`src/pbmd_pkg.sv`:
```
package pbmd_pkg;

  localparam int COORD_BITS = 24;
  localparam int NUM_AXES   = 4;
  localparam int GAP_W      = COORD_BITS;
  localparam int SQ_W       = 2 * GAP_W;
  localparam int SUM_W      = SQ_W + 2;
  localparam int ROOT_W     = SUM_W / 2;
  localparam int REM_W      = ROOT_W + 2;
  localparam int IN_W       = 3 * NUM_AXES * COORD_BITS;
  localparam int IN_BYTES_W = ((IN_W + 7) / 8) * 8;
  localparam int OUT_BYTES_W = ((ROOT_W + 7) / 8) * 8;

  typedef logic [NUM_AXES-1:0][COORD_BITS-1:0] vec_t;

  typedef struct packed {
    logic [NUM_AXES-1:0][GAP_W-1:0] gap;
    logic                           in_box;
  } gap_t;

  typedef struct packed {
    logic [SUM_W-1:0]  rad;
    logic [REM_W-1:0]  rem;
    logic [ROOT_W-1:0] root;
    logic              in_box;
  } sqrt_t;

endpackage

```
`src/pbmd_sqsum.sv`:
```
module pbmd_sqsum (
  input  logic              clk_i,
  input  logic              rst_ni,
  input  logic              en_i,
  input  logic              valid_i,
  input  pbmd_pkg::gap_t    gap_i,
  output logic              valid_o,
  output pbmd_pkg::sqrt_t   sum_o
);

  logic [pbmd_pkg::NUM_AXES-1:0][pbmd_pkg::SQ_W-1:0] sq_d, sq_q;
  logic                                              in_box_q;
  logic                                              sq_valid_q;
  pbmd_pkg::sqrt_t                                   sum_d, sum_q;
  logic                                              sum_valid_q;

  always_comb begin
    for (int a = 0; a < pbmd_pkg::NUM_AXES; a++) begin
      sq_d[a] = pbmd_pkg::SQ_W'(gap_i.gap[a]) * pbmd_pkg::SQ_W'(gap_i.gap[a]);
    end
  end

  // adder tree over the four squares, radicand for the root stages
  always_comb begin
    logic [pbmd_pkg::SUM_W-1:0] s01, s23;
    s01          = pbmd_pkg::SUM_W'(sq_q[0]) + pbmd_pkg::SUM_W'(sq_q[1]);
    s23          = pbmd_pkg::SUM_W'(sq_q[2]) + pbmd_pkg::SUM_W'(sq_q[3]);
    sum_d        = '0;
    sum_d.rad    = s01 + s23;
    sum_d.in_box = in_box_q;
  end

  always_ff @(posedge clk_i or negedge rst_ni) begin
    if (!rst_ni) begin
      sq_valid_q  <= 1'b0;
      sum_valid_q <= 1'b0;
    end else if (en_i) begin
      sq_valid_q  <= valid_i;
      sum_valid_q <= sq_valid_q;
    end
  end

  always_ff @(posedge clk_i) begin
    if (en_i) begin
      sq_q     <= sq_d;
      in_box_q <= gap_i.in_box;
      sum_q    <= sum_d;
    end
  end

  assign valid_o = sum_valid_q;
  assign sum_o   = sum_q;

endmodule

```
`config.mk`:
```
export PLATFORM = sky130hd
export DESIGN_NAME = pbmd_sqsum
export DESIGN_NICKNAME = d
export VERILOG_FILES = /design/src/pbmd_pkg.sv /design/src/pbmd_sqsum.sv
export SDC_FILE = /design/constraint.sdc
export NUM_CORES = 2
export LEC_CHECK = 0
export BUFFER_PORTS_ARGS = -buffer_cell sky130_fd_sc_hd__buf_2
export CAP_MARGIN = 20
export CORE_UTILIZATION = 62
export CTS_CLUSTER_SIZE = 40
export DETAILED_ROUTE_END_ITERATION = 10
export HOLD_SLACK_MARGIN = 0.05
export PLACE_DENSITY = 0.79
export SETUP_SLACK_MARGIN = 0.5
export SLEW_MARGIN = 5
export SYNTH_ARGS = -nofsm -noshare
export SYNTH_HDL_FRONTEND = slang
export SYNTH_SLANG_ARGS = --single-unit
```
`constraint.sdc`:
```
create_clock -name clk_i -period 6.4 [get_ports clk_i]
set_input_delay 1.28 -clock clk_i [delete_from_list [all_inputs] [get_ports clk_i]]
set_output_delay 1.28 -clock clk_i [all_outputs]
set_load 0.05 [all_outputs]
```
; Word level (Yosys, flattened, before mapping)
; Index checks and enable logic that the tools add are counted.
[word_totals]
output_inout_bits = 104
n_memories = 0
latchBits = 0
mem_bits_ro = 0
ram_bits = 0
regBits = 246
in_bits = 101
[classes]
magnitude_cmp = 0
bitwise = 0
multipliers = 4
muxes = 0
div_mod_pow = 0
reduce_logical = 0
shift = 0
n_eq_ne = 0
n_addsub = 3
[ops]
columns = operator, n
row1 = multiplier 24 x 24 -> 48 bit, 4
row2 = adder 48 x 48 -> 49 bit, 2
row3 = adder 49 x 49 -> 50 bit, 1

; Depth between registers and ports, before layout
[depth]
word_depth = 2
ltp_mapped = 29
ltp_nobuf = 27

; Worst setup path before layout
; No wires, ideal clock.
[synth_path]
path_kind = input port to flip-flop
startpoint = input port gap_i[91] (netlist name)
endpoint = register sq_q[186] (netlist name), data pin
cell_stages = 26
path_slack_ps = -1807
t_required_ps = 6141
arrival_ps = 7948
n_path_buf = 3
path_cell_list = clkbuf_1 clkbuf_1 nand2_1 fa_1 inv_1 fa_1 inv_1 fa_1 fa_1 inv_1 fa_1 fa_1 inv_1 fa_1 inv_1 ha_1 clkbuf_1 a21o_1 a31oi_1 a21boi_2 or3_1 o2111ai_1 a31oi_1 o221ai_1 a41oi_1 xnor2_1
[synth_rtl]
columns = element, line_no
row1 = "start, declared", pbmd_sqsum.sv:6  ; input pbmd_pkg::gap_t gap_i,
row2 = "end signal, assigned", pbmd_sqsum.sv:45  ; sq_q <= sq_d;
row3 = "end, declared", pbmd_sqsum.sv:11  ; logic [pbmd_pkg::NUM_AXES-1:0][pbmd_pkg::SQ_W-1:0] sq_d, sq_q;

==> metrics.yaml <==
worst_ep_arrival_time_ns: 8.09
r2r_start: "sq_q[98]"
vias: 62382
syn_area_um2: 77400
finalWirelength_um: 231000
cts_max_level: 1
fp.dieH_um: 355
yosysWarnings: 0
port_buffers: 152
fmax_ghz: 0.129
yosysTopAreaCell: "fa_1"
area_growth_pct: 27.5
ys_async_sr_fraction: 0.00826
first_pass_iters: 9
synth_seq_cells: 242
groute.usage.overall: 0.350
grt_pass1_wl_um: 347000
final_cell_mix: "inv_1 (2226), fa_1 (1677), buf_4 (1268)"
final_nets: 12130
synth.area.top_cells: "fa_1 (46%), ha_1 (12%), inv_1 (12%), edfxtp_1 (9.3%), and2_1 (3.7%)"
critical_path_class: "input port to register"
grt_max_degree: 134
hp-start: "in_box_q"
fillCellCount: 6873
placed_cell_area_um2: 91500
clkTransAtPathRegs_ns: 0.07
setup_violations: 123
rr_worst_depth: 15
clockRootBuffer: "clkbuf_16"
stdcell_count: 11149
status: "finished with violations"
drv_slew: 0
yosysTopAreaCellShare: 0.461
setup_slack_ns: -1.36
pin_count: 205
drive_above_1_share: 0.286
post-route-drc-count: 56
synth-seq-area-share: 0.0938
reg2reg_slack_ns: 0.81
postCtsHoldBufs: 0
hold_viol_final: 0
hp-class: "register to register"
synth_cells: 8035
place_congestion: 0.966
dp.cells: 10903
postLayoutCellArea_um2: 98700
syn_avg_cell_area_um2: 9.63
synth_ff_type: "edfxtp_1"
top_layer_used: "met5"
routedWlPerCell_um: 20.7
min_period_over_period: 1.21
crit_fanout: 10
reg2reg_to: "sum_o[95]"
antenna_found_initial: 6
synth_cell_type_count: 86
numCtsBuffers: 24
worstSetupStartpointType: "input port"
clock_sinks: 242
met2_length_um: 115000
wl_met1_um: 82500
cp-end-kind: "register"
worst_pin_slew_ns: 1.14
routed-wl-met3_um: 18800
maxCapViolCount: 0
die-width_um: 355
core-area_um2: 124000
required_ns: 6.72
final_antenna_net_count: 0
overflow: 0
drt_iter0_markers: 4935
clockBufferDepth: 3
cts_tree: "built"
synth_edf_count: 240
start_util: 0.625
clock_latency_ns: 0.58
failed_checks: "DRC, setup timing"
slew_headroom: 0.227
dp_hpwl_um: 176000
clock_skew_ns: 0.0242
period_minus_slack_ns: 7.76
drt-vias-per-instance: 5.60
die_area_um2: 126000
final_common_cell: "inv_1"
holdPathEnd: "sum_o[0]"
rows: 129
rsz0062_at_grt: "true"
hold_depth: 0
first_global_vias: 68169
-- area by class of cell --
type	instances	area [um^2]	share of cell area
antenna	3	7.51	0.0000761
clock buffer	26	608	0.00616
inverter	2396	9010	0.0913
clock inverter	18	204	0.00207
multi-input combinational	5153	64600	0.654
sequential	242	7260	0.0735
tap	1637	2050	0.0208
timing repair buffer	1674	15000	0.152
-- critical path: stages --
cell,delay [ns]
clkbuf_4,0.22
and2_1,0.18
inv_1,0.07
fa_1,0.63
inv_1,0.21
fa_1,0.54
fa_1,0.57
inv_1,0.07
fa_1,0.47
inv_1,0.09
fa_2,0.44
fa_1,0.51
inv_1,0.06
fa_1,0.50
inv_1,0.07
ha_4,0.28
buf_4,0.12
nand4_1,0.14
nor2_2,0.19
and2_4,0.20
a21oi_4,0.07
a21oi_2,0.25
a2111oi_4,0.08
buf_4,0.15
o41ai_4,0.42
buf_4,0.18
xor2_1,0.07
-- sequential cells by signal, indices dropped and copies added (netlist names) --
signal and count:
in_box_q 1, valid_o 1, sq_q 188, sum_o 51, sq_valid_q 1
-- routing by layer --
metal / vias to the layer above / global-route usage
met3: 1132 / 0.0506
met5: - / 0
met1: 31458 / 0.442
met2: 3242 / 0.607
li1: 26548 / -
met4: 2 / 0.135
-- synth_stat cells, drive strengths merged, types with 56 or more instances --
library cell  count
and2            455
fa             1781
nand2           738
a21oi           241
edfxtp          240
o21ai           108
nor2            162
xnor2           164
a21o            137
buf              56
ha              757
xor2             95
inv            2396
clkbuf          241
-- through the flow --
step                      hold WS [ns]  setup TNS, ns  setup WS [ns]  utilization
final                            0.448         -86.16          -1.36        0.797
after CTS                        0.451         -56.77         -0.914        0.776
after detailed placement         0.424        -169.36          -1.76        0.739
after global routing             0.461         -99.60          -1.49        0.797
after floorplan                  0.400         -63.77          -1.24            -
after global placement           0.422        -155.79          -1.65        0.739
-- worst max path at each step --
stage | to | depth (start not counted) | slack, ns | startpoint
detailed placement | sq_q[95] | 26 | -1.76 | gap_i[35]
global placement | sq_q[93] | 23 | -1.65 | gap_i[46]
CTS | sq_q[93] | 23 | -0.91 | gap_i[39]
finish | sq_q[138] | 27 | -1.36 | gap_i[70]
floorplan | sq_q[190] | 25 | -1.24 | gap_i[86]
global route | sq_q[140] | 27 | -1.49 | gap_i[70]
-- cell families after synthesis --
family / share of synthesized area
other: 0.0000970
xor gates and xnor gates: 0.0293
DFF: 0.0938
AOI/OAI and AO/OA: 0.0595
adders and majority gates: 0.583
and+or+nand+nor: 0.0994
muxes: 0.00167
buffers and inverters: 0.133
-- repair_timing --
item | CTS | global route
endpoints found under the setup margin | 148 | 147
pin swaps | 316 | 343
gates resized for setup | 691 | 530
gates cloned | 8 | 1
setup buffers | 111 | 79
Power is left out: the tool's default activity adds up to more than one toggle a clock period on the data nets, which glitch-free logic cannot reach.
