--- src/pbmd_pkg.sv ---
package pbmd_pkg;

  localparam int COORD_BITS = 24;
  localparam int NUM_AXES   = 4;
  localparam int GAP_W      = COORD_BITS;
  localparam int SQ_W       = 2 * GAP_W;
  localparam int SUM_W      = SQ_W + 2;
  localparam int ROOT_W     = SUM_W / 2;
  localparam int REM_W      = ROOT_W + 2;
  localparam int IN_W       = 3 * NUM_AXES * COORD_BITS;
  localparam int IN_BYTES_W = ((IN_W + 7) / 8) * 8;
  localparam int OUT_BYTES_W = ((ROOT_W + 7) / 8) * 8;

  typedef logic [NUM_AXES-1:0][COORD_BITS-1:0] vec_t;

  typedef struct packed {
    logic [NUM_AXES-1:0][GAP_W-1:0] gap;
    logic                           in_box;
  } gap_t;

  typedef struct packed {
    logic [SUM_W-1:0]  rad;
    logic [REM_W-1:0]  rem;
    logic [ROOT_W-1:0] root;
    logic              in_box;
  } sqrt_t;

endpackage

--- src/pbmd_sqrt_step.sv ---
module pbmd_sqrt_step (
  input  logic              clk_i,
  input  logic              rst_ni,
  input  logic              en_i,
  input  logic              valid_i,
  input  pbmd_pkg::sqrt_t   st_i,
  output logic              valid_o,
  output pbmd_pkg::sqrt_t   st_o
);

  pbmd_pkg::sqrt_t st_d, st_q;
  logic            valid_q;

  // one root bit: bring down two radicand bits, try 4*root+1
  always_comb begin
    logic [pbmd_pkg::REM_W+1:0] acc, trial;
    logic                       ge;
    acc    = {st_i.rem, st_i.rad[pbmd_pkg::SUM_W-1 -: 2]};
    trial  = (pbmd_pkg::REM_W + 2)'({st_i.root, 2'b01});
    ge     = (acc >= trial);
    st_d   = st_i;
    st_d.rad  = {st_i.rad[pbmd_pkg::SUM_W-3:0], 2'b00};
    st_d.rem  = ge ? pbmd_pkg::REM_W'(acc - trial) : pbmd_pkg::REM_W'(acc);
    st_d.root = {st_i.root[pbmd_pkg::ROOT_W-2:0], ge};
  end

  always_ff @(posedge clk_i or negedge rst_ni) begin
    if (!rst_ni) begin
      valid_q <= 1'b0;
    end else if (en_i) begin
      valid_q <= valid_i;
    end
  end

  always_ff @(posedge clk_i) begin
    if (en_i) begin
      st_q <= st_d;
    end
  end

  assign valid_o = valid_q;
  assign st_o    = st_q;

endmodule

--- config.mk ---
export PLATFORM = sky130hd
export DESIGN_NAME = pbmd_sqrt_step
export DESIGN_NICKNAME = d
export VERILOG_FILES = /design/src/pbmd_pkg.sv /design/src/pbmd_sqrt_step.sv
export SDC_FILE = /design/constraint.sdc
export NUM_CORES = 1
export LEC_CHECK = 0
export ABC_AREA = 1
export CORE_AREA = 2 2 102 104
export DETAILED_ROUTE_END_ITERATION = 6
export DIE_AREA = 0 0 104 106
export DONT_BUFFER_PORTS = 1
export PLACE_DENSITY = 0.76
export RECOVER_POWER = 25
export SYNTH_ARGS = -nofsm -noshare
export SYNTH_HDL_FRONTEND = slang
export SYNTH_SLANG_ARGS = --single-unit
--- constraint.sdc ---
create_clock -name clk_i -period 1.1 [get_ports clk_i]
set_input_delay 0.275 -clock clk_i [delete_from_list [all_inputs] [get_ports clk_i]]
set_output_delay 0.275 -clock clk_i [all_outputs]
set_load 0.02 [all_outputs]
Word level (Yosys, flattened, before mapping)
Index checks and enable logic that the tools add are counted.

Register bits: 102. Word-level logic and storage cells: 8.

$add $sub $neg: 1. Order comparisons: 1. Muxes and demuxes: 1.

Operators by type and width (number): $ge A29 B27 Y1 (1); $mux W27 (1); $sub A27 B27 Y27 (1).

Logic depth before layout (Yosys ltp)
Gate-level depths: netlist of run 1.

Word-level depth: 2. Mapped depth: 16. Mapped depth without buffers: 14.

Worst setup path before layout of run 1
OpenSTA, ideal clock, no wires.

Path kind: input to register. From: in st_i[18] in the netlist's numbering. To: reg st_q (netlist bit st_o[30]), data pin. Data arrival time: 1.650 ns. Required time: 0.848 ns. Slack: -0.802 ns. Stages: 12. Buffers on the path: 2. Cell sequence: inv_1 ha_1 nand2_1 inv_1 a21oi_1 nand2_1 a21oi_1 nand3_2 buf_6 buf_12 nand2_2 nand2_1.

RTL lines: from (decl) (line pbmd_sqrt_step.sv:6) `input pbmd_pkg::sqrt_t st_i,`; to (signal assigned) (line pbmd_sqrt_step.sv:37) `st_q <= st_d;`; to (decl) (line pbmd_sqrt_step.sv:11) `pbmd_pkg::sqrt_t st_d, st_q;`.

==> flow_metrics.tcl, run 1 <==
set metrics [dict create \
    status "finished, violations left" \
    failed_checks "DRC, hold timing, setup timing" \
    synth_ff_type "edfxtp_1" \
    grt_use_total 0.377 \
    fp.coreArea_mm2 0.0100 \
    clkLatencyLatePin_ns 0.38 \
    wl_um 25900 \
    ys_seq_area_frac 0.525 \
    required_ns 1.26 \
    num-fill-cells 433 \
    post_drt_wl_per_cell_um 27.0 \
    total_power_mw 11.2 \
    cts_hold_buf 74 \
    final_util 0.888 \
    critical_path_class "in2reg" \
    place_hpwl_um 12000 \
    power.internal_mw 7.08 \
    cts_tree "built" \
    wl_met3_um 3660 \
    antenna_found_initial 0 \
    hp-class "in2reg" \
    drive_gt1_frac 0.426 \
    p_leak_nw 3.94 \
    final_area_mm2 0.00888 \
    power.switching_mw 4.11 \
    dpl.cell_count 842 \
    power_frac_seq 0.487 \
    finalCriticalPeriod_ns 1.77 \
    grt_pass1_vias 5499 \
    switching_share 0.367 \
    grt.overflow.total 0 \
    ir_drop_mv 0.832 \
    rsz0062_at_grt "true" \
    final_common_cell "nand2_1" \
    diodes 0 \
    drc 34 \
    setup_viol 130 \
    grt_pass1_wl_um 31400 \
    start_kind "primary input" \
    synth-seq-cells 102 \
    syn_avg_cell_area_um2 9.05 \
    cts_inserted_buffers 9 \
    dieArea_mm2 0.0110 \
    drt_first_iter_violations 856 \
    cp_max_fo 4 \
    synth_edf_count 101 \
    cts_root_buffer "clkbuf_8" \
    pin_count 211 \
    cap_violations 0 \
    area_growth_pct 52.5 \
    final_cell_mix "121 x nand2_1, 101 x edfxtp_1, 99 x inv_1, 81 x buf_4, 74 x dlygate4sd3_1" \
    p_clk_frac 0.218 \
    worst_setup_path_end_kind "register" \
    gp_congestion 0.900 \
    die_x_um 104 \
    m1WireLength_um 8330 \
    postRouteAntennaNets 0 \
    max-clock-path-buffers 2 \
    power_density_mw_per_mm2 1260 \
    fin_cells 959 \
    dr_wl_met2_um 11600 \
    syn_inst 643 \
    placed_cell_area_mm2 0.00691 \
    skew_ns 0 \
    fin_crit_sh 1.61 \
    rows 37 \
    timing.final.ws_setup_ns -0.668 \
    yosys_warnings 0 \
    dr.pass1.iters 7 \
    synth_area_mm2 0.00582 \
    io_buffers 0 \
    htreeDepth 3 \
    drv_slew 0 \
    layout.nets 952 \
    top_layer "met4" \
    p_comb_frac 0.294 \
    clock-sinks 102 \
    initial_utilization 0.582 \
    grt_max_degree 103 \
    r2r_slack_ns 0.19 \
    clk_pin_slew_ns 0.11 \
    fmax_mhz 566 \
    finalHoldViolations 7 \
    num_vias 6036 \
    die_y_um 106 \
    synth_cell_types 32 \
    holdWs_ns -0.0167 \
    vias_per_cell 6.29 \
    async_flop_share 0.00980 \
    worstPathArrival_ns 1.93 \
]
final timing paths:
check                           end  startpoint  cells after the start
max                        st_o[49]    st_i[14]                     13
min                        st_o[25]        en_i                      0
max reg2reg                 valid_o     valid_o                      1
min reg2reg                 valid_o     valid_o                      1
max in group asynchronous   valid_o      rst_ni                      1
min in group asynchronous   valid_o      rst_ni                      1
metrics by stage:
step | setup TNS (ns) | setup WS [ns] | hold WS (ns)
after CTS | -15.20 | -0.398 | 0.00373
after global placement | -23.42 | -0.907 | -0.0206
after detailed placement | -23.50 | -0.907 | -0.0205
final | -22.91 | -0.668 | -0.0167
after global routing | -24.95 | -0.630 | -0.0258
after floorplan | -17.01 | -0.646 | -0.0206
cells in the mapped netlist, types with 2 or more instances:
master / count / share of area
a21oi_1: 15 / 0.013
buf_12: 3 / 0.010
buf_4: 2 / 0.0026
buf_6: 4 / 0.0077
edfxtp_1: 101 / 0.52
ha_1: 27 / 0.058
inv_1: 125 / 0.081
inv_2: 3 / 0.0019
nand2_1: 196 / 0.13
nand2_2: 18 / 0.019
nand3_1: 45 / 0.039
nand3_2: 22 / 0.038
nand4_1: 10 / 0.011
nor2_1: 33 / 0.021
nor2_2: 6 / 0.0064
nor3_1: 4 / 0.0034
o21ai_0: 3 / 0.0026
xnor2_1: 3 / 0.0045
xor2_1: 10 / 0.015
logic make-up (layout without fill, tap and decap cells):
family	after synthesis	after routing	share of synthesized area
XOR/XNOR	13	13	0.0196
flip-flops	102	102	0.525
AND/OR/NAND/NOR	339	339	0.271
adder cells (fa/ha/maj)	27	27	0.0580
buffers and inverters	139	318	0.105
multiplexers	1	1	0.00193
other	1	2	0.000644
AO/OA/AOI/OAI	21	21	0.0189
sequential cells by signal, summed over array words and instances, names as in the netlist:
name     cells
st_o       101
valid_o      1
area by class of cell:
| class | count | area [um^2] | area share |
|---|---|---|---|
| Multi-Input combinational cell | 403 | 3240 | 0.365 |
| Timing Repair Buffer | 173 | 1690 | 0.190 |
| Tap cell | 136 | 170 | 0.0192 |
| Clock inverter | 6 | 55.1 | 0.00620 |
| Clock buffer | 10 | 128 | 0.0144 |
| Inverter | 129 | 541 | 0.0609 |
| Sequential cell | 102 | 3060 | 0.344 |
per-layer routing:
layer	track usage	up-vias
met4	0.179	0
li1	-	2409
met3	0.0920	212
met5	0	-
met1	0.463	2773
met2	0.631	642
critical path, cell delays in order:
cell and delay [ns]:
inv_6 0.02, ha_4 0.33, nand2_8 0.10, buf_4 0.17, buf_4 0.16, nor2_4 0.12
nand2_2 0.10, inv_2 0.10, nand2_1 0.13, nand3_1 0.16, nand2_1 0.10, nand3_2 0.09
nand2_1 0.07
what timing repair did:
action                     CTS  global route
hold endpoints to repair    74            21
cloned                       3             4
pin swaps                   20            51
setup endpoints to repair  130           130
gates resized for setup     79           126
setup buffers               10            10
power by group through the flow:
stage	sequential [mW]	clock [mW]	combinational (mW)
6_report	5.45	2.44	3.30
3_3_place_gp	5.49	0	1.92
2_1_floorplan	5.43	0	1.36
5_1_grt	5.46	2.52	3.40
4_1_cts	5.41	2.23	2.46
3_5_place_dp	5.50	0	1.97
No activity file was read; power rests on OpenSTA's default activity.
==> inputs of run 2 (changes only) <==
CORE_AREA = 2 2 117 91   (was 2 2 102 104)
DIE_AREA = 0 0 119 93   (was 0 0 104 106)
==> flow_metrics.tcl, run 2 (synthesis gave the netlist of run 1 again) <==
set metrics [dict create \
    status "finished, violations left" \
    failed_checks "setup timing" \
    final_common_cell "nand2_1" \
    dr.pass1.iters 5 \
    power.switching_mw 3.68 \
    drt_first_iter_violations 384 \
    crit_chain "inv_6 > ha_4 > nand2_2 > nor2_1 > inv_1 > nor3_1 > nand3_1 > nand3_1 > nand2_1 > nand3_2 > nand2_1" \
    critical_path_class "in2reg" \
    drv_slew 0 \
    pin_count 211 \
    pre_cts_ws_ns -0.856 \
    final_area_mm2 0.00822 \
    power_frac_seq 0.473 \
    r2r_slack_ns 0.26 \
    finalSetupTns_ns -15.62 \
    cts_inserted_buffers 9 \
    layout.nets 895 \
    num-fill-cells 531 \
    grt_pass1_vias 4641 \
    place_hpwl_um 12500 \
    fin_crit_sh 1.53 \
    drive_gt1_frac 0.408 \
    ir_drop_mv 0.851 \
    hp-class "in2reg" \
    max-clock-path-buffers 2 \
    grt.overflow.total 0 \
    grt_pass1_wl_um 26200 \
    cp_slowest_cell "ha_4" \
    gp_congestion 0.904 \
    cts_tree "built" \
    fp.coreArea_mm2 0.00997 \
    switching_share 0.321 \
    finalCriticalPeriod_ns 1.68 \
    worst_setup_path_end_kind "register" \
    clk_pin_slew_ns 0.08 \
    grt_use_total 0.319 \
    timing.final.ws_setup_ns -0.582 \
    htreeDepth 3 \
    power.internal_mw 7.79 \
    p_comb_frac 0.237 \
    final_cell_mix "135 x nand2_1, 103 x inv_1, 101 x edfxtp_1, 79 x buf_4, 56 x nand2_2" \
    wl_um 20100 \
    max_stage_delay_ns 0.31 \
    io_buffers 0 \
    clkLatencyLatePin_ns 0.35 \
    cts_root_buffer "clkbuf_16" \
    total_power_mw 11.5 \
    grt_max_degree 103 \
    cap_violations 0 \
    cp_max_fo 4 \
    postRouteAntennaNets 0 \
    worstPathArrival_ns 1.79 \
    skew_ns 0 \
    finalHoldViolations 0 \
    setup_viol 128 \
    rsz0062_at_grt "true" \
    start_kind "primary input" \
    antenna_found_initial 0 \
    die_y_um 93 \
    rows 32 \
    clock-sinks 102 \
    drc 0 \
    area_growth_pct 41.2 \
    p_clk_frac 0.290 \
    initial_utilization 0.584 \
    dieArea_mm2 0.0111 \
    die_x_um 119 \
    fmax_mhz 595 \
    p_leak_nw 3.69 \
    largest_register_ffs 101 \
    post_drt_wl_per_cell_um 22.3 \
    vias_per_cell 5.71 \
    required_ns 1.21 \
    holdWs_ns 0.0120 \
    power_density_mw_per_mm2 1400 \
    num_vias 5153 \
    placed_cell_area_mm2 0.00692 \
]
-- run 2: critical path, delay by kind of cell --
family,cells,cell delay (ns)
buf+inv,2,0.13
simple gates,8,1.08
fa+ha+maj,1,0.31
-- run 2: metal layers --
| layer | vias to the layer above | global-route usage | part of all wire |
|---|---|---|---|
| met4 | 0 | 0.0982 | 0.036 |
| met3 | 64 | 0.0805 | 0.089 |
| met1 | 2460 | 0.405 | 0.38 |
| li1 | 2291 | - | - |
| met5 | - | 0 | 0 |
| met2 | 338 | 0.544 | 0.50 |
-- run 2: power groups by stage --
stage	Sequential (mW)	Clock, mW	Combinational (mW)
after detailed placement	5.51	0	2.01
final	5.43	3.33	2.72
after CTS	5.43	3.33	2.21
after floorplan	5.43	0	1.36
after global placement	5.49	0	1.94
after global routing	5.45	3.49	2.90
-- run 2: area by class of cell --
| type | instances | area [um^2] | share of cell area |
|---|---|---|---|
| sequential | 102 | 3060 | 0.372 |
| multi-input combinational | 403 | 3050 | 0.371 |
| timing repair buffer | 116 | 1110 | 0.135 |
| inverter | 129 | 522 | 0.0635 |
| clock buffer | 9 | 225 | 0.0274 |
| tap | 136 | 170 | 0.0207 |
| clock inverter | 6 | 80.1 | 0.00974 |
| antenna | 1 | 2.50 | 0.000304 |
-- run 2: timing repair --
action,in CTS,in global routing
setup endpoints to repair,129,130
hold endpoints to repair,1,23
resized for setup,46,93
hold buffers,1,23
gates cloned,3,3
buffers inserted,8,6
pin swaps,15,42
-- run 2: through the flow --
stage,std cells,util
final,902,0.824
after floorplan,644,-
after CTS,869,0.756
after global routing,901,0.824
after detailed placement,842,0.694
after global placement,842,0.694
-- run 2: final timing paths --
kind | cells after the start | to | from
min | 0 | st_o[20] | st_i[19]
max in group asynchronous | 1 | valid_o | rst_ni
max reg2reg | 1 | valid_o | valid_o
min reg2reg | 1 | valid_o | valid_o
max | 11 | st_o[45] | st_i[13]
min in group asynchronous | 1 | valid_o | rst_ni
