`src/pbmd_pkg.sv`:
```
package pbmd_pkg;

  localparam int COORD_BITS = 24;
  localparam int NUM_AXES   = 4;
  localparam int GAP_W      = COORD_BITS;
  localparam int SQ_W       = 2 * GAP_W;
  localparam int SUM_W      = SQ_W + 2;
  localparam int ROOT_W     = SUM_W / 2;
  localparam int REM_W      = ROOT_W + 2;
  localparam int IN_W       = 3 * NUM_AXES * COORD_BITS;
  localparam int IN_BYTES_W = ((IN_W + 7) / 8) * 8;
  localparam int OUT_BYTES_W = ((ROOT_W + 7) / 8) * 8;

  typedef logic [NUM_AXES-1:0][COORD_BITS-1:0] vec_t;

  typedef struct packed {
    logic [NUM_AXES-1:0][GAP_W-1:0] gap;
    logic                           in_box;
  } gap_t;

  typedef struct packed {
    logic [SUM_W-1:0]  rad;
    logic [REM_W-1:0]  rem;
    logic [ROOT_W-1:0] root;
    logic              in_box;
  } sqrt_t;

endpackage

```
`src/pbmd_gap.sv`:
```
module pbmd_gap (
  input  logic              clk_i,
  input  logic              rst_ni,
  input  logic              en_i,
  input  logic              valid_i,
  input  pbmd_pkg::vec_t    lo_i,
  input  pbmd_pkg::vec_t    hi_i,
  input  pbmd_pkg::vec_t    pt_i,
  output logic              valid_o,
  output pbmd_pkg::gap_t    gap_o
);

  pbmd_pkg::gap_t gap_d, gap_q;
  logic           valid_q;

  always_comb begin
    logic signed [pbmd_pkg::COORD_BITS:0] diff;
    gap_d        = '0;
    gap_d.in_box = 1'b1;
    for (int a = 0; a < pbmd_pkg::NUM_AXES; a++) begin
      diff = '0;
      // lower test wins on an inverted box
      if ($signed(pt_i[a]) < $signed(lo_i[a])) begin
        diff = $signed({lo_i[a][pbmd_pkg::COORD_BITS-1], lo_i[a]})
             - $signed({pt_i[a][pbmd_pkg::COORD_BITS-1], pt_i[a]});
        gap_d.in_box = 1'b0;
      end else if ($signed(pt_i[a]) > $signed(hi_i[a])) begin
        diff = $signed({pt_i[a][pbmd_pkg::COORD_BITS-1], pt_i[a]})
             - $signed({hi_i[a][pbmd_pkg::COORD_BITS-1], hi_i[a]});
        gap_d.in_box = 1'b0;
      end
      gap_d.gap[a] = diff[pbmd_pkg::GAP_W-1:0];
    end
  end

  always_ff @(posedge clk_i or negedge rst_ni) begin
    if (!rst_ni) begin
      valid_q <= 1'b0;
    end else if (en_i) begin
      valid_q <= valid_i;
    end
  end

  always_ff @(posedge clk_i) begin
    if (en_i) begin
      gap_q <= gap_d;
    end
  end

  assign valid_o = valid_q;
  assign gap_o   = gap_q;

endmodule

```
`config.mk`:
```
export PLATFORM = sky130hd
export DESIGN_NAME = pbmd_gap
export DESIGN_NICKNAME = d
export VERILOG_FILES = /design/src/pbmd_pkg.sv /design/src/pbmd_gap.sv
export SDC_FILE = /design/constraint.sdc
export NUM_CORES = 1
export LEC_CHECK = 0
export ABC_AREA = 1
export BUFFER_PORTS_ARGS = -buffer_cell sky130_fd_sc_hd__buf_2
export CORE_UTILIZATION = 45
export CTS_BUF_LIST = sky130_fd_sc_hd__clkbuf_2 sky130_fd_sc_hd__clkbuf_4 sky130_fd_sc_hd__clkbuf_8
export DETAILED_ROUTE_END_ITERATION = 7
export PLACE_DENSITY = 0.81
export SLEW_MARGIN = 20
export SYNTH_ARGS = -nofsm -noshare
export SYNTH_HDL_FRONTEND = slang
export SYNTH_SLANG_ARGS = --single-unit
```
`constraint.sdc`:
```
create_clock -name clk_i -period 1 [get_ports clk_i]
set_input_delay 0.15 -clock clk_i [delete_from_list [all_inputs] [get_ports clk_i]]
set_output_delay 0.15 -clock clk_i [all_outputs]
set_load 0.02 [all_outputs]
```
Word level (Yosys, flattened, before mapping)
Cells that the tools add are included.
- bits in registers: 98
- output and inout port bits: 98
- $add $sub $neg: 8
- $lt $le $gt $ge: 8
- mux-type cells: 9
- reductions and logical operators: 1
- operators by type and width (operator ; count):
    24-bit 2-to-1 mux ; 8
    24-bit subtractor ; 8
    24-bit > comparator ; 4
    24-bit less-than comparator ; 4
    7-bit OR reduction ; 1
    1-bit 2-to-1 mux ; 1

Longest topological paths before layout
Gate-level depths: netlist of the first run.
- depth in word-level cells: 3
- gate-level depth with buffers: 18

Worst setup path after synthesis of the first run
No wires, ideal clock.
- path kind: input port to flip-flop
- start point: in lo_i[0] in the netlist's numbering
- end point: reg gap_q, in the netlist gap_o[22], data pin
- data arrival time: 1.854 ns
- required time: 0.746 ns
- setup slack: -1.108 ns
- stages on the path: 15
- path buffers: 2
- cells stage by stage: inv_1 -> ha_1 -> fa_1 -> inv_1 -> nand3_1 -> nand2_1 -> nand2_1 -> nand2_1 -> nand2_1 -> nand4_1 -> nand3_2 -> buf_4 -> buf_6 -> nand4_1 -> nand2_1
- RTL lines (item ; RTL line ; RTL):
    from (decl) ; pbmd_gap.sv:6 ; input pbmd_pkg::vec_t lo_i,
    to (signal assigned) ; pbmd_gap.sv:46 ; gap_q <= gap_d;
    to (decl) ; pbmd_gap.sv:13 ; pbmd_pkg::gap_t gap_d, gap_q;

==> impl_results.html, run 1 <==
<table>
<tr><th>Metric</th><th>Value</th></tr>
<tr><th colspan="2">Detailed routing</th></tr>
<tr><td>1st-iter DRT viols</td><td>2013</td></tr>
<tr><td>Routed vias/inst</td><td>5.52</td></tr>
<tr><td>Average detailed-routed wire length per instance</td><td>18.8 µm</td></tr>
<tr><td>Final Routed Wirelength</td><td>82.6 mm</td></tr>
<tr><td>Final routed DRC violation total</td><td>22</td></tr>
<tr><td>Vias after detailed routing</td><td>24.3k</td></tr>
<tr><td>First-pass iteration count of the detailed router</td><td>8</td></tr>
<tr><td>Antenna-violating nets left</td><td>0</td></tr>
<tr><th colspan="2">Run status</th></tr>
<tr><td>Violations in the final reports</td><td>design-rule violations, negative setup slack</td></tr>
<tr><td>Outcome</td><td>complete, but fails checks</td></tr>
<tr><th colspan="2">Layout</th></tr>
<tr><td>Net count reported at finish</td><td>4379</td></tr>
<tr><td>Area added between synthesis and finish</td><td>72.4%</td></tr>
<tr><td>Most frequent standard cell in the layout excluding fill and tap cells</td><td>buf_4</td></tr>
<tr><td>Proportion of layout cells with a drive suffix above 1</td><td>43.4%</td></tr>
<tr><td>Most frequent cells in the layout</td><td>buf_4 (727), nand2_1 (618), inv_1 (481)</td></tr>
<tr><td>Number of antenna repair diodes</td><td>0</td></tr>
<tr><td>Filler cell count</td><td>2421</td></tr>
<tr><th colspan="2">Global routing</th></tr>
<tr><td>Grt total ovfl</td><td>0</td></tr>
<tr><td>Pin count of the biggest net entering global routing</td><td>51</td></tr>
<tr><td>Via count of the first global-routing pass</td><td>22.9k</td></tr>
<tr><td>Overall Global Routing Usage</td><td>37.8%</td></tr>
<tr><td>Global-route wire length before repair</td><td>115 mm</td></tr>
<tr><td>Initial antenna violation count</td><td>1</td></tr>
<tr><th colspan="2">CTS</th></tr>
<tr><td>Clk Latency, worst-skew pair</td><td>0.43 ns</td></tr>
<tr><td>Number of sinks handled by clock tree synthesis</td><td>98</td></tr>
<tr><td>Worst-path clk slew</td><td>0.11 ns</td></tr>
<tr><td>Clock tree from TritonCTS</td><td>done</td></tr>
<tr><td>Clock root buffer</td><td>clkbuf_8</td></tr>
<tr><td>Number of clock buffers inserted by TritonCTS</td><td>9</td></tr>
<tr><td>Number of H-tree levels</td><td>3</td></tr>
<tr><td>Clock Tree Buf Depth</td><td>2</td></tr>
<tr><th colspan="2">Timing</th></tr>
<tr><td>Number of hold-slack violations in the final timing report</td><td>0</td></tr>
<tr><td>Final slew viol count</td><td>0</td></tr>
<tr><td>Worst slew margin</td><td>58.3%</td></tr>
<tr><td>Worst hold margin</td><td>0.142 ns</td></tr>
<tr><td>Portion of the clock cycle consumed by the worst path in the final layout</td><td>214%</td></tr>
<tr><td>Maximum achievable frequency</td><td>466 MHz</td></tr>
<tr><td>Actual slew at the worst max-slew pin</td><td>0.621 ns</td></tr>
<tr><td>Total of endpoints with negative setup slack in the final report</td><td>195</td></tr>
<tr><td>Final Worst Setup Slack</td><td>-1.14 ns</td></tr>
<tr><td>Final worst path period need</td><td>2.14 ns</td></tr>
<tr><td>Setup skew after layout</td><td>0 ns</td></tr>
<tr><td>Unrepaired setup endpoints after global routing</td><td>true</td></tr>
<tr><td>Total negative setup slack</td><td>-98.72 ns</td></tr>
<tr><th colspan="2">Flow run</th></tr>
<tr><td>Max-capacitance violation count</td><td>0</td></tr>
<tr><th colspan="2">Worst setup path</th></tr>
<tr><td>R2r worst-path depth</td><td>1</td></tr>
<tr><td>Critical register-to-register path endpoint</td><td>valid_o</td></tr>
<tr><td>Critical path peak fanout</td><td>8</td></tr>
<tr><td>CP startpoint kind</td><td>input pin</td></tr>
<tr><td>WP data required</td><td>1.18 ns</td></tr>
<tr><td>R2R setup slack</td><td>0.23 ns</td></tr>
<tr><td>Type of the worst setup path</td><td>in -&gt; reg</td></tr>
<tr><td>Crit path capture type</td><td>flop</td></tr>
<tr><td>Signal arrival time at the worst endpoint</td><td>2.33 ns</td></tr>
<tr><td>Startpoint of the lowest-slack register-to-register path</td><td>valid_o</td></tr>
<tr><th colspan="2">Die</th></tr>
<tr><td>I/O Pins</td><td>390</td></tr>
<tr><td>Die Ht</td><td>196 µm</td></tr>
<tr><td>Starting Density</td><td>46.0%</td></tr>
<tr><td>Die Area</td><td>38500 µm²</td></tr>
<tr><td>Core area</td><td>36900 µm²</td></tr>
<tr><td>FP Rows</td><td>70</td></tr>
<tr><td>Die Width</td><td>196 µm</td></tr>
<tr><th colspan="2">Synthesis</th></tr>
<tr><td>Yosys warns</td><td>0</td></tr>
<tr><td>Number of synthesized register bits</td><td>98</td></tr>
<tr><td>Netlist area before placement</td><td>17000 µm²</td></tr>
<tr><td>Mux contribution to synthesized area</td><td>0.0664%</td></tr>
<tr><td>Post-Synthesis Net Count</td><td>3207</td></tr>
<tr><td>Fraction of synthesized cell area in xor and xnor cells</td><td>6.97%</td></tr>
<tr><td>EDFF count, synth</td><td>97</td></tr>
<tr><td>Seq/Total Area, Yosys</td><td>17.3%</td></tr>
<tr><td>Average cell area after synthesis</td><td>6.25 µm²</td></tr>
<tr><td>Synthesized-area fraction occupied by and/or/nand/nor cells</td><td>33.1%</td></tr>
<tr><td>Share of synthesized flip-flops with an asynchronous set or reset</td><td>1.02%</td></tr>
<tr><td>Adder and majority cell fraction of the synthesized area</td><td>15.1%</td></tr>
<tr><td>Synth unique cells</td><td>49</td></tr>
<tr><td>Synth Flop Type</td><td>edfxtp_1</td></tr>
<tr><td>Area fraction in compound gates after synthesis</td><td>15.0%</td></tr>
<tr><td>Post-synthesis cell count</td><td>2715</td></tr>
<tr><td>Main combinational cell family by area after synthesis</td><td>simple AND/OR/NAND/NOR gates</td></tr>
<tr><th colspan="2">Pwr</th></tr>
<tr><td>Combinational power share</td><td>71.3%</td></tr>
<tr><td>Internal portion of total power</td><td>17000 µW</td></tr>
<tr><td>P_leak</td><td>0.0155 µW</td></tr>
<tr><td>Net switching power of the design</td><td>14300 µW</td></tr>
<tr><td>Sequential share of power</td><td>20.1%</td></tr>
<tr><td>Worst VDD drop</td><td>0.744 mV</td></tr>
<tr><td>Relative contribution of the clock network to total power</td><td>8.5%</td></tr>
<tr><td>PD cells</td><td>1070 nW/µm²</td></tr>
<tr><td>Switching power share of the total</td><td>45.6%</td></tr>
<tr><th colspan="2">Min path</th></tr>
<tr><td>Worst Hold Path Cells</td><td>2</td></tr>
<tr><td>Worst hold-check path type</td><td>in -&gt; reg</td></tr>
<tr><td>Worst Min Path Start</td><td>en_i</td></tr>
<tr><td>Min-Delay Endpoint</td><td>gap_o[53]</td></tr>
<tr><th colspan="2">Placement</th></tr>
<tr><td>Final estimated routing congestion in global placement</td><td>1.01</td></tr>
<tr><td>Final HPWL DP</td><td>59.4 mm</td></tr>
<tr><td>Number of buffers added on ports</td><td>389</td></tr>
</table>
-- critical path: stages --
cell and delay (ns):
buf_2 0.14, inv_1 0.30, ha_4 0.28, nand2_1 0.09, inv_1 0.10, nand2_1 0.15
nand2_1 0.07, nand2_1 0.09, nand2_2 0.08, nand2_2 0.10, nand4_1 0.17, nand2_4 0.13
nand2_8 0.11, buf_12 0.18, nand2_8 0.10, o22ai_2 0.08
-- synth_stat cells, types with 2 or more instances --
cell	count	area (µm²)
a31oi_1	4	25.0
nor2_1	220	826
o21ai_0	110	551
a21oi_1	222	1110
nor4_1	6	37.5
buf_4	8	60.1
nand2_1	715	2680
nor3_1	41	205
o21ai_1	30	150
inv_2	3	11.3
nand3b_1	2	15.0
a21oi_2	4	35.0
buf_2	2	10.0
inv_4	3	18.8
nor2_2	9	56.3
buf_6	7	78.8
nand3_1	190	951
nand4_1	73	457
xnor2_1	52	455
inv_1	505	1900
nand3_2	6	60.1
o22ai_2	11	138
a211oi_1	3	22.5
o21ai_2	10	87.6
nor2_4	2	22.5
or2_2	6	37.5
o31ai_1	2	15.0
nand3_4	3	52.6
o211ai_1	3	22.5
o21bai_1	36	270
nand2_2	10	62.6
ha_1	192	2400
a21boi_0	2	15.0
edfxtp_1	97	2910
nand2_4	2	22.5
xor2_1	83	727
and2_1	10	62.6
a21o_1	13	97.6
fa_1	8	160
-- layout make-up --
| cell class | instances | area (µm²) | area share, % |
|---|---|---|---|
| tap | 504 | 631 | 2.16 |
| timing repair inverter | 2 | 22.5 | 0.0770 |
| clock inverter | 5 | 32.5 | 0.111 |
| inverter | 511 | 2050 | 7.00 |
| clock buffer | 10 | 131 | 0.449 |
| sequential | 98 | 2940 | 10.0 |
| multi-input combinational | 2092 | 14500 | 49.4 |
| timing repair buffer | 1173 | 9000 | 30.8 |
-- worst max path at each step --
stage	endpoint	cells after the start	start	slack [ns]
global route	gap_o[82]	13	pt_i[75]	-1.19
detailed placement	gap_o[26]	16	pt_i[24]	-1.36
CTS	gap_o[46]	15	pt_i[24]	-0.74
global placement	gap_o[7]	14	pt_i[0]	-1.27
floorplan	gap_o[59]	16	pt_i[48]	-0.95
finish	gap_o[78]	16	pt_i[83]	-1.14
-- sequential cells by signal, indices dropped and copies added (netlist names) --
name / cells
gap_o: 97
valid_o: 1
-- logic make-up (layout without fill, tap and decap cells) --
family	after synthesis	in the layout
compound gates	451	451
xor+xnor	135	135
fa+ha+maj	200	200
buf+inv	531	1701
flops	98	98
mux	1	1
simple gates	1299	1305
-- routing by layer --
layer / global-route usage (%) / wire (µm) / vias up
met5: 0 / 12 / -
met4: 16.6 / 4920 / 2
met3: 5.98 / 8290 / 431
met2: 65.3 / 38600 / 1497
met1: 46.3 / 30800 / 11119
li1: - / - / 11232
-- stage by stage --
step	worst slack, ns	util [%]	cells	instance area [µm²]	power, µW
6_report	-1.14	79.3	4395	29300	31300
5_1_grt	-1.19	79.3	4395	29300	32700
4_1_cts	-0.737	74.5	4364	27500	28400
3_5_place_dp	-1.36	68.4	4290	25200	23100
3_3_place_gp	-1.27	68.4	4290	25200	22900
2_1_floorplan	-0.946	-	2715	17500	15200
-- power groups by stage --
stage	clock, µW	sequential, µW	combinational (µW)
after floorplan	0	6960	8230
after global placement	0	6170	16700
after detailed placement	0	6150	17000
after CTS	2600	6230	19500
after global routing	2790	6310	23600
final	2670	6300	22300
-- repair_timing --
action                                 CTS  global route
resized for setup                      373           302
hold buffers                             4             0
setup buffers                           44            33
pin swaps                               99            84
endpoints found under the hold margin    3             0
setup endpoints to repair              195           195
cloned                                  13             3
Power figures use the tool's default switching activity.
==> run 2, diff against run 1 <==
--- a/config.mk
+++ b/config.mk
@@ -7,11 +7,11 @@
 export LEC_CHECK = 0
 export ABC_AREA = 1
 export BUFFER_PORTS_ARGS = -buffer_cell sky130_fd_sc_hd__buf_2
+export CORE_MARGIN = 2
 export CORE_UTILIZATION = 45
 export CTS_BUF_LIST = sky130_fd_sc_hd__clkbuf_2 sky130_fd_sc_hd__clkbuf_4 sky130_fd_sc_hd__clkbuf_8
 export DETAILED_ROUTE_END_ITERATION = 7
 export PLACE_DENSITY = 0.81
-export SLEW_MARGIN = 20
 export SYNTH_ARGS = -nofsm -noshare
 export SYNTH_HDL_FRONTEND = slang
 export SYNTH_SLANG_ARGS = --single-unit
==> impl_results.html, run 2 (same netlist as run 1, synthesis figures left out) <==
<table>
<tr><th>Metric</th><th>Value</th></tr>
<tr><th colspan="2">Detailed routing</th></tr>
<tr><td>Final routed DRC violation total</td><td>0</td></tr>
<tr><td>Antenna-violating nets left</td><td>0</td></tr>
<tr><td>1st-iter DRT viols</td><td>2338</td></tr>
<tr><td>First-pass iteration count of the detailed router</td><td>6</td></tr>
<tr><td>Final Routed Wirelength</td><td>84.6 mm</td></tr>
<tr><td>Average detailed-routed wire length per instance</td><td>19.2 µm</td></tr>
<tr><td>Vias after detailed routing</td><td>24.3k</td></tr>
<tr><td>Routed vias/inst</td><td>5.51</td></tr>
<tr><th colspan="2">Timing</th></tr>
<tr><td>Final slew viol count</td><td>0</td></tr>
<tr><td>Setup skew after layout</td><td>0 ns</td></tr>
<tr><td>Unrepaired setup endpoints after global routing</td><td>true</td></tr>
<tr><td>Worst hold margin</td><td>0.111 ns</td></tr>
<tr><td>Actual slew at the worst max-slew pin</td><td>1.18 ns</td></tr>
<tr><td>Maximum achievable frequency</td><td>405 MHz</td></tr>
<tr><td>Final Worst Setup Slack</td><td>-1.47 ns</td></tr>
<tr><td>Portion of the clock cycle consumed by the worst path in the final layout</td><td>247%</td></tr>
<tr><td>Number of hold-slack violations in the final timing report</td><td>0</td></tr>
<tr><td>Total negative setup slack</td><td>-103.57 ns</td></tr>
<tr><td>Total of endpoints with negative setup slack in the final report</td><td>195</td></tr>
<tr><td>Final worst path period need</td><td>2.47 ns</td></tr>
<tr><td>Worst slew margin</td><td>20.6%</td></tr>
<tr><th colspan="2">Min path</th></tr>
<tr><td>Worst Hold Path Cells</td><td>1</td></tr>
<tr><td>Min-Delay Endpoint</td><td>gap_o[58]</td></tr>
<tr><td>Worst hold-check path type</td><td>in -&gt; reg</td></tr>
<tr><td>Worst Min Path Start</td><td>en_i</td></tr>
<tr><th colspan="2">Run status</th></tr>
<tr><td>Outcome</td><td>complete, but fails checks</td></tr>
<tr><td>Violations in the final reports</td><td>negative setup slack</td></tr>
<tr><th colspan="2">Worst setup path</th></tr>
<tr><td>Cell-by-cell trace of the critical path</td><td>buf_2, inv_1, ha_1, a21oi_1, nand2_1, buf_4, xor2_1, o22ai_4</td></tr>
<tr><td>Crit path capture type</td><td>flop</td></tr>
<tr><td>Delay contributed by the slowest stage of the critical path</td><td>0.91 ns</td></tr>
<tr><td>R2R setup slack</td><td>0.21 ns</td></tr>
<tr><td>R2r worst-path depth</td><td>1</td></tr>
<tr><td>WP data required</td><td>1.15 ns</td></tr>
<tr><td>Critical register-to-register path endpoint</td><td>valid_o</td></tr>
<tr><td>Top delay family on crit path</td><td>XOR/XNOR gates</td></tr>
<tr><td>Critical Path Source</td><td>pt_i[74]</td></tr>
<tr><td>Startpoint of the lowest-slack register-to-register path</td><td>valid_o</td></tr>
<tr><td>Signal arrival time at the worst endpoint</td><td>2.62 ns</td></tr>
<tr><td>CP startpoint kind</td><td>input pin</td></tr>
<tr><td>Crit path buf inv count</td><td>3</td></tr>
<tr><td>Cell with the biggest individual delay on the critical path</td><td>xor2_1</td></tr>
<tr><td>Critical path peak fanout</td><td>5</td></tr>
<tr><td>Type of the worst setup path</td><td>in -&gt; reg</td></tr>
<tr><th colspan="2">Placement</th></tr>
<tr><td>Final estimated routing congestion in global placement</td><td>0.988</td></tr>
<tr><td>Final HPWL DP</td><td>58.8 mm</td></tr>
<tr><td>Number of buffers added on ports</td><td>389</td></tr>
<tr><td>Placed cell areas</td><td>25300 µm²</td></tr>
<tr><td>Worst Setup Slack post-DPL</td><td>-1.44 ns</td></tr>
<tr><th colspan="2">Layout</th></tr>
<tr><td>Multi-input combinational cell area</td><td>14400 µm²</td></tr>
<tr><td>Most frequent standard cell in the layout excluding fill and tap cells</td><td>buf_4</td></tr>
<tr><td>Proportion of layout cells with a drive suffix above 1</td><td>43.7%</td></tr>
<tr><td>Filler cell count</td><td>2511</td></tr>
<tr><td>Sequential cell area</td><td>2940 µm²</td></tr>
<tr><td>Number of flip-flops in the largest register</td><td>97</td></tr>
<tr><td>Area added between synthesis and finish</td><td>71.6%</td></tr>
<tr><td>Final non-filler cell area</td><td>29100 µm²</td></tr>
<tr><td>Net count reported at finish</td><td>4384</td></tr>
<tr><td>Most frequent cells in the layout</td><td>buf_4 (751), nand2_1 (613), inv_1 (475)</td></tr>
<tr><th colspan="2">CTS</th></tr>
<tr><td>Clk Latency, worst-skew pair</td><td>0.44 ns</td></tr>
<tr><td>Number of clock buffers inserted by TritonCTS</td><td>9</td></tr>
<tr><td>Number of H-tree levels</td><td>3</td></tr>
<tr><td>Clock root buffer</td><td>clkbuf_8</td></tr>
<tr><td>Clock Tree Buf Depth</td><td>2</td></tr>
<tr><td>Number of sinks handled by clock tree synthesis</td><td>98</td></tr>
<tr><td>Worst-path clk slew</td><td>0.12 ns</td></tr>
<tr><td>Clock tree from TritonCTS</td><td>done</td></tr>
<tr><th colspan="2">Pwr</th></tr>
<tr><td>Sequential share of power</td><td>20.3%</td></tr>
<tr><td>PnR Total Power</td><td>31500 µW</td></tr>
<tr><td>P_leak</td><td>0.0154 µW</td></tr>
<tr><td>Switching power share of the total</td><td>45.8%</td></tr>
<tr><td>Worst VDD drop</td><td>0.729 mV</td></tr>
<tr><td>Relative contribution of the clock network to total power</td><td>10.1%</td></tr>
<tr><td>Combinational power share</td><td>69.5%</td></tr>
<tr><td>PD cells</td><td>1080 nW/µm²</td></tr>
<tr><td>Net switching power of the design</td><td>14400 µW</td></tr>
<tr><td>Internal portion of total power</td><td>17100 µW</td></tr>
<tr><th colspan="2">Die</th></tr>
<tr><td>Die Area</td><td>39300 µm²</td></tr>
<tr><td>FP Rows</td><td>71</td></tr>
<tr><td>Die Width</td><td>198 µm</td></tr>
<tr><td>Core area</td><td>37400 µm²</td></tr>
<tr><td>Starting Density</td><td>45.4%</td></tr>
<tr><td>I/O Pins</td><td>390</td></tr>
<tr><td>Die Ht</td><td>198 µm</td></tr>
<tr><th colspan="2">Global routing</th></tr>
<tr><td>Global-route wire length before repair</td><td>115 mm</td></tr>
<tr><td>Pin count of the biggest net entering global routing</td><td>33</td></tr>
<tr><td>Initial antenna violation count</td><td>4</td></tr>
<tr><td>Via count of the first global-routing pass</td><td>22.9k</td></tr>
<tr><td>Grt total ovfl</td><td>0</td></tr>
<tr><td>Overall Global Routing Usage</td><td>37.5%</td></tr>
<tr><th colspan="2">Flow run</th></tr>
<tr><td>Max-capacitance violation count</td><td>0</td></tr>
</table>
-- run 2: cell count changes in the layout (fill, tap and decap cells not counted), sizes merged, moves of 2 or more --
| cell | change |
|---|---|
| diode | +4 |
| buf | +3 |
| inv | +3 |
| bufinv | +2 |
| clkbuf | -2 |
-- run 2: metal layers --
layer | track usage, % | up-vias | wire [µm] | share of wire [%]
li1 | - | 11255 | - | -
met1 | 45.6 | 10973 | 31100 | 37
met2 | 63.6 | 1565 | 37700 | 45
met3 | 6.64 | 494 | 9840 | 12
met4 | 18.9 | 6 | 5840 | 6.9
met5 | 0 | - | 103 | 0.12
-- run 2: power groups by stage --
stage          Clock, µW  Sequential (µW)  Combinational [µW]
2_1_floorplan          0             6960                8230
3_3_place_gp           0             6200               16500
3_5_place_dp           0             6180               16700
4_1_cts             3100             6250               19100
5_1_grt             3270             6390               23200
6_report            3190             6390               21900
-- run 2: timing repair --
action | in CTS | in global routing
endpoints found under the setup margin | 195 | 195
setup buffers | 40 | 22
cloned | 14 | 3
pin swaps | 96 | 103
endpoints found under the hold margin | 2 | 0
resized for setup | 382 | 293
hold buffers | 3 | 0
-- run 2: cell type report --
cell class | count | share of cell area (%)
diodes | 4 | 0.0344
clock buffers | 9 | 0.425
clock inverters | 6 | 0.284
inverters | 511 | 7.02
multi-input cells | 2093 | 49.5
flip-flops and latches | 98 | 10.1
well taps | 511 | 2.20
repair buffers | 1174 | 30.2
repair inverters | 5 | 0.180
-- run 2: how the worst max path moves through the flow --
stage	to	slack [ns]	depth (start not counted)
after floorplan	gap_o[59]	-0.95	16
after global placement	gap_o[21]	-1.37	16
after detailed placement	gap_o[22]	-1.44	16
after CTS	gap_o[7]	-0.70	15
after global routing	gap_o[76]	-1.54	8
final	gap_o[76]	-1.47	8
-- run 2: metrics by stage --
| step | utilization, % | instances |
|---|---|---|
| final | 77.9 | 4411 |
| after global routing | 77.8 | 4409 |
| after CTS | 73.6 | 4385 |
| after detailed placement | 67.6 | 4314 |
| after global placement | 67.6 | 4314 |
| after floorplan | - | 2715 |
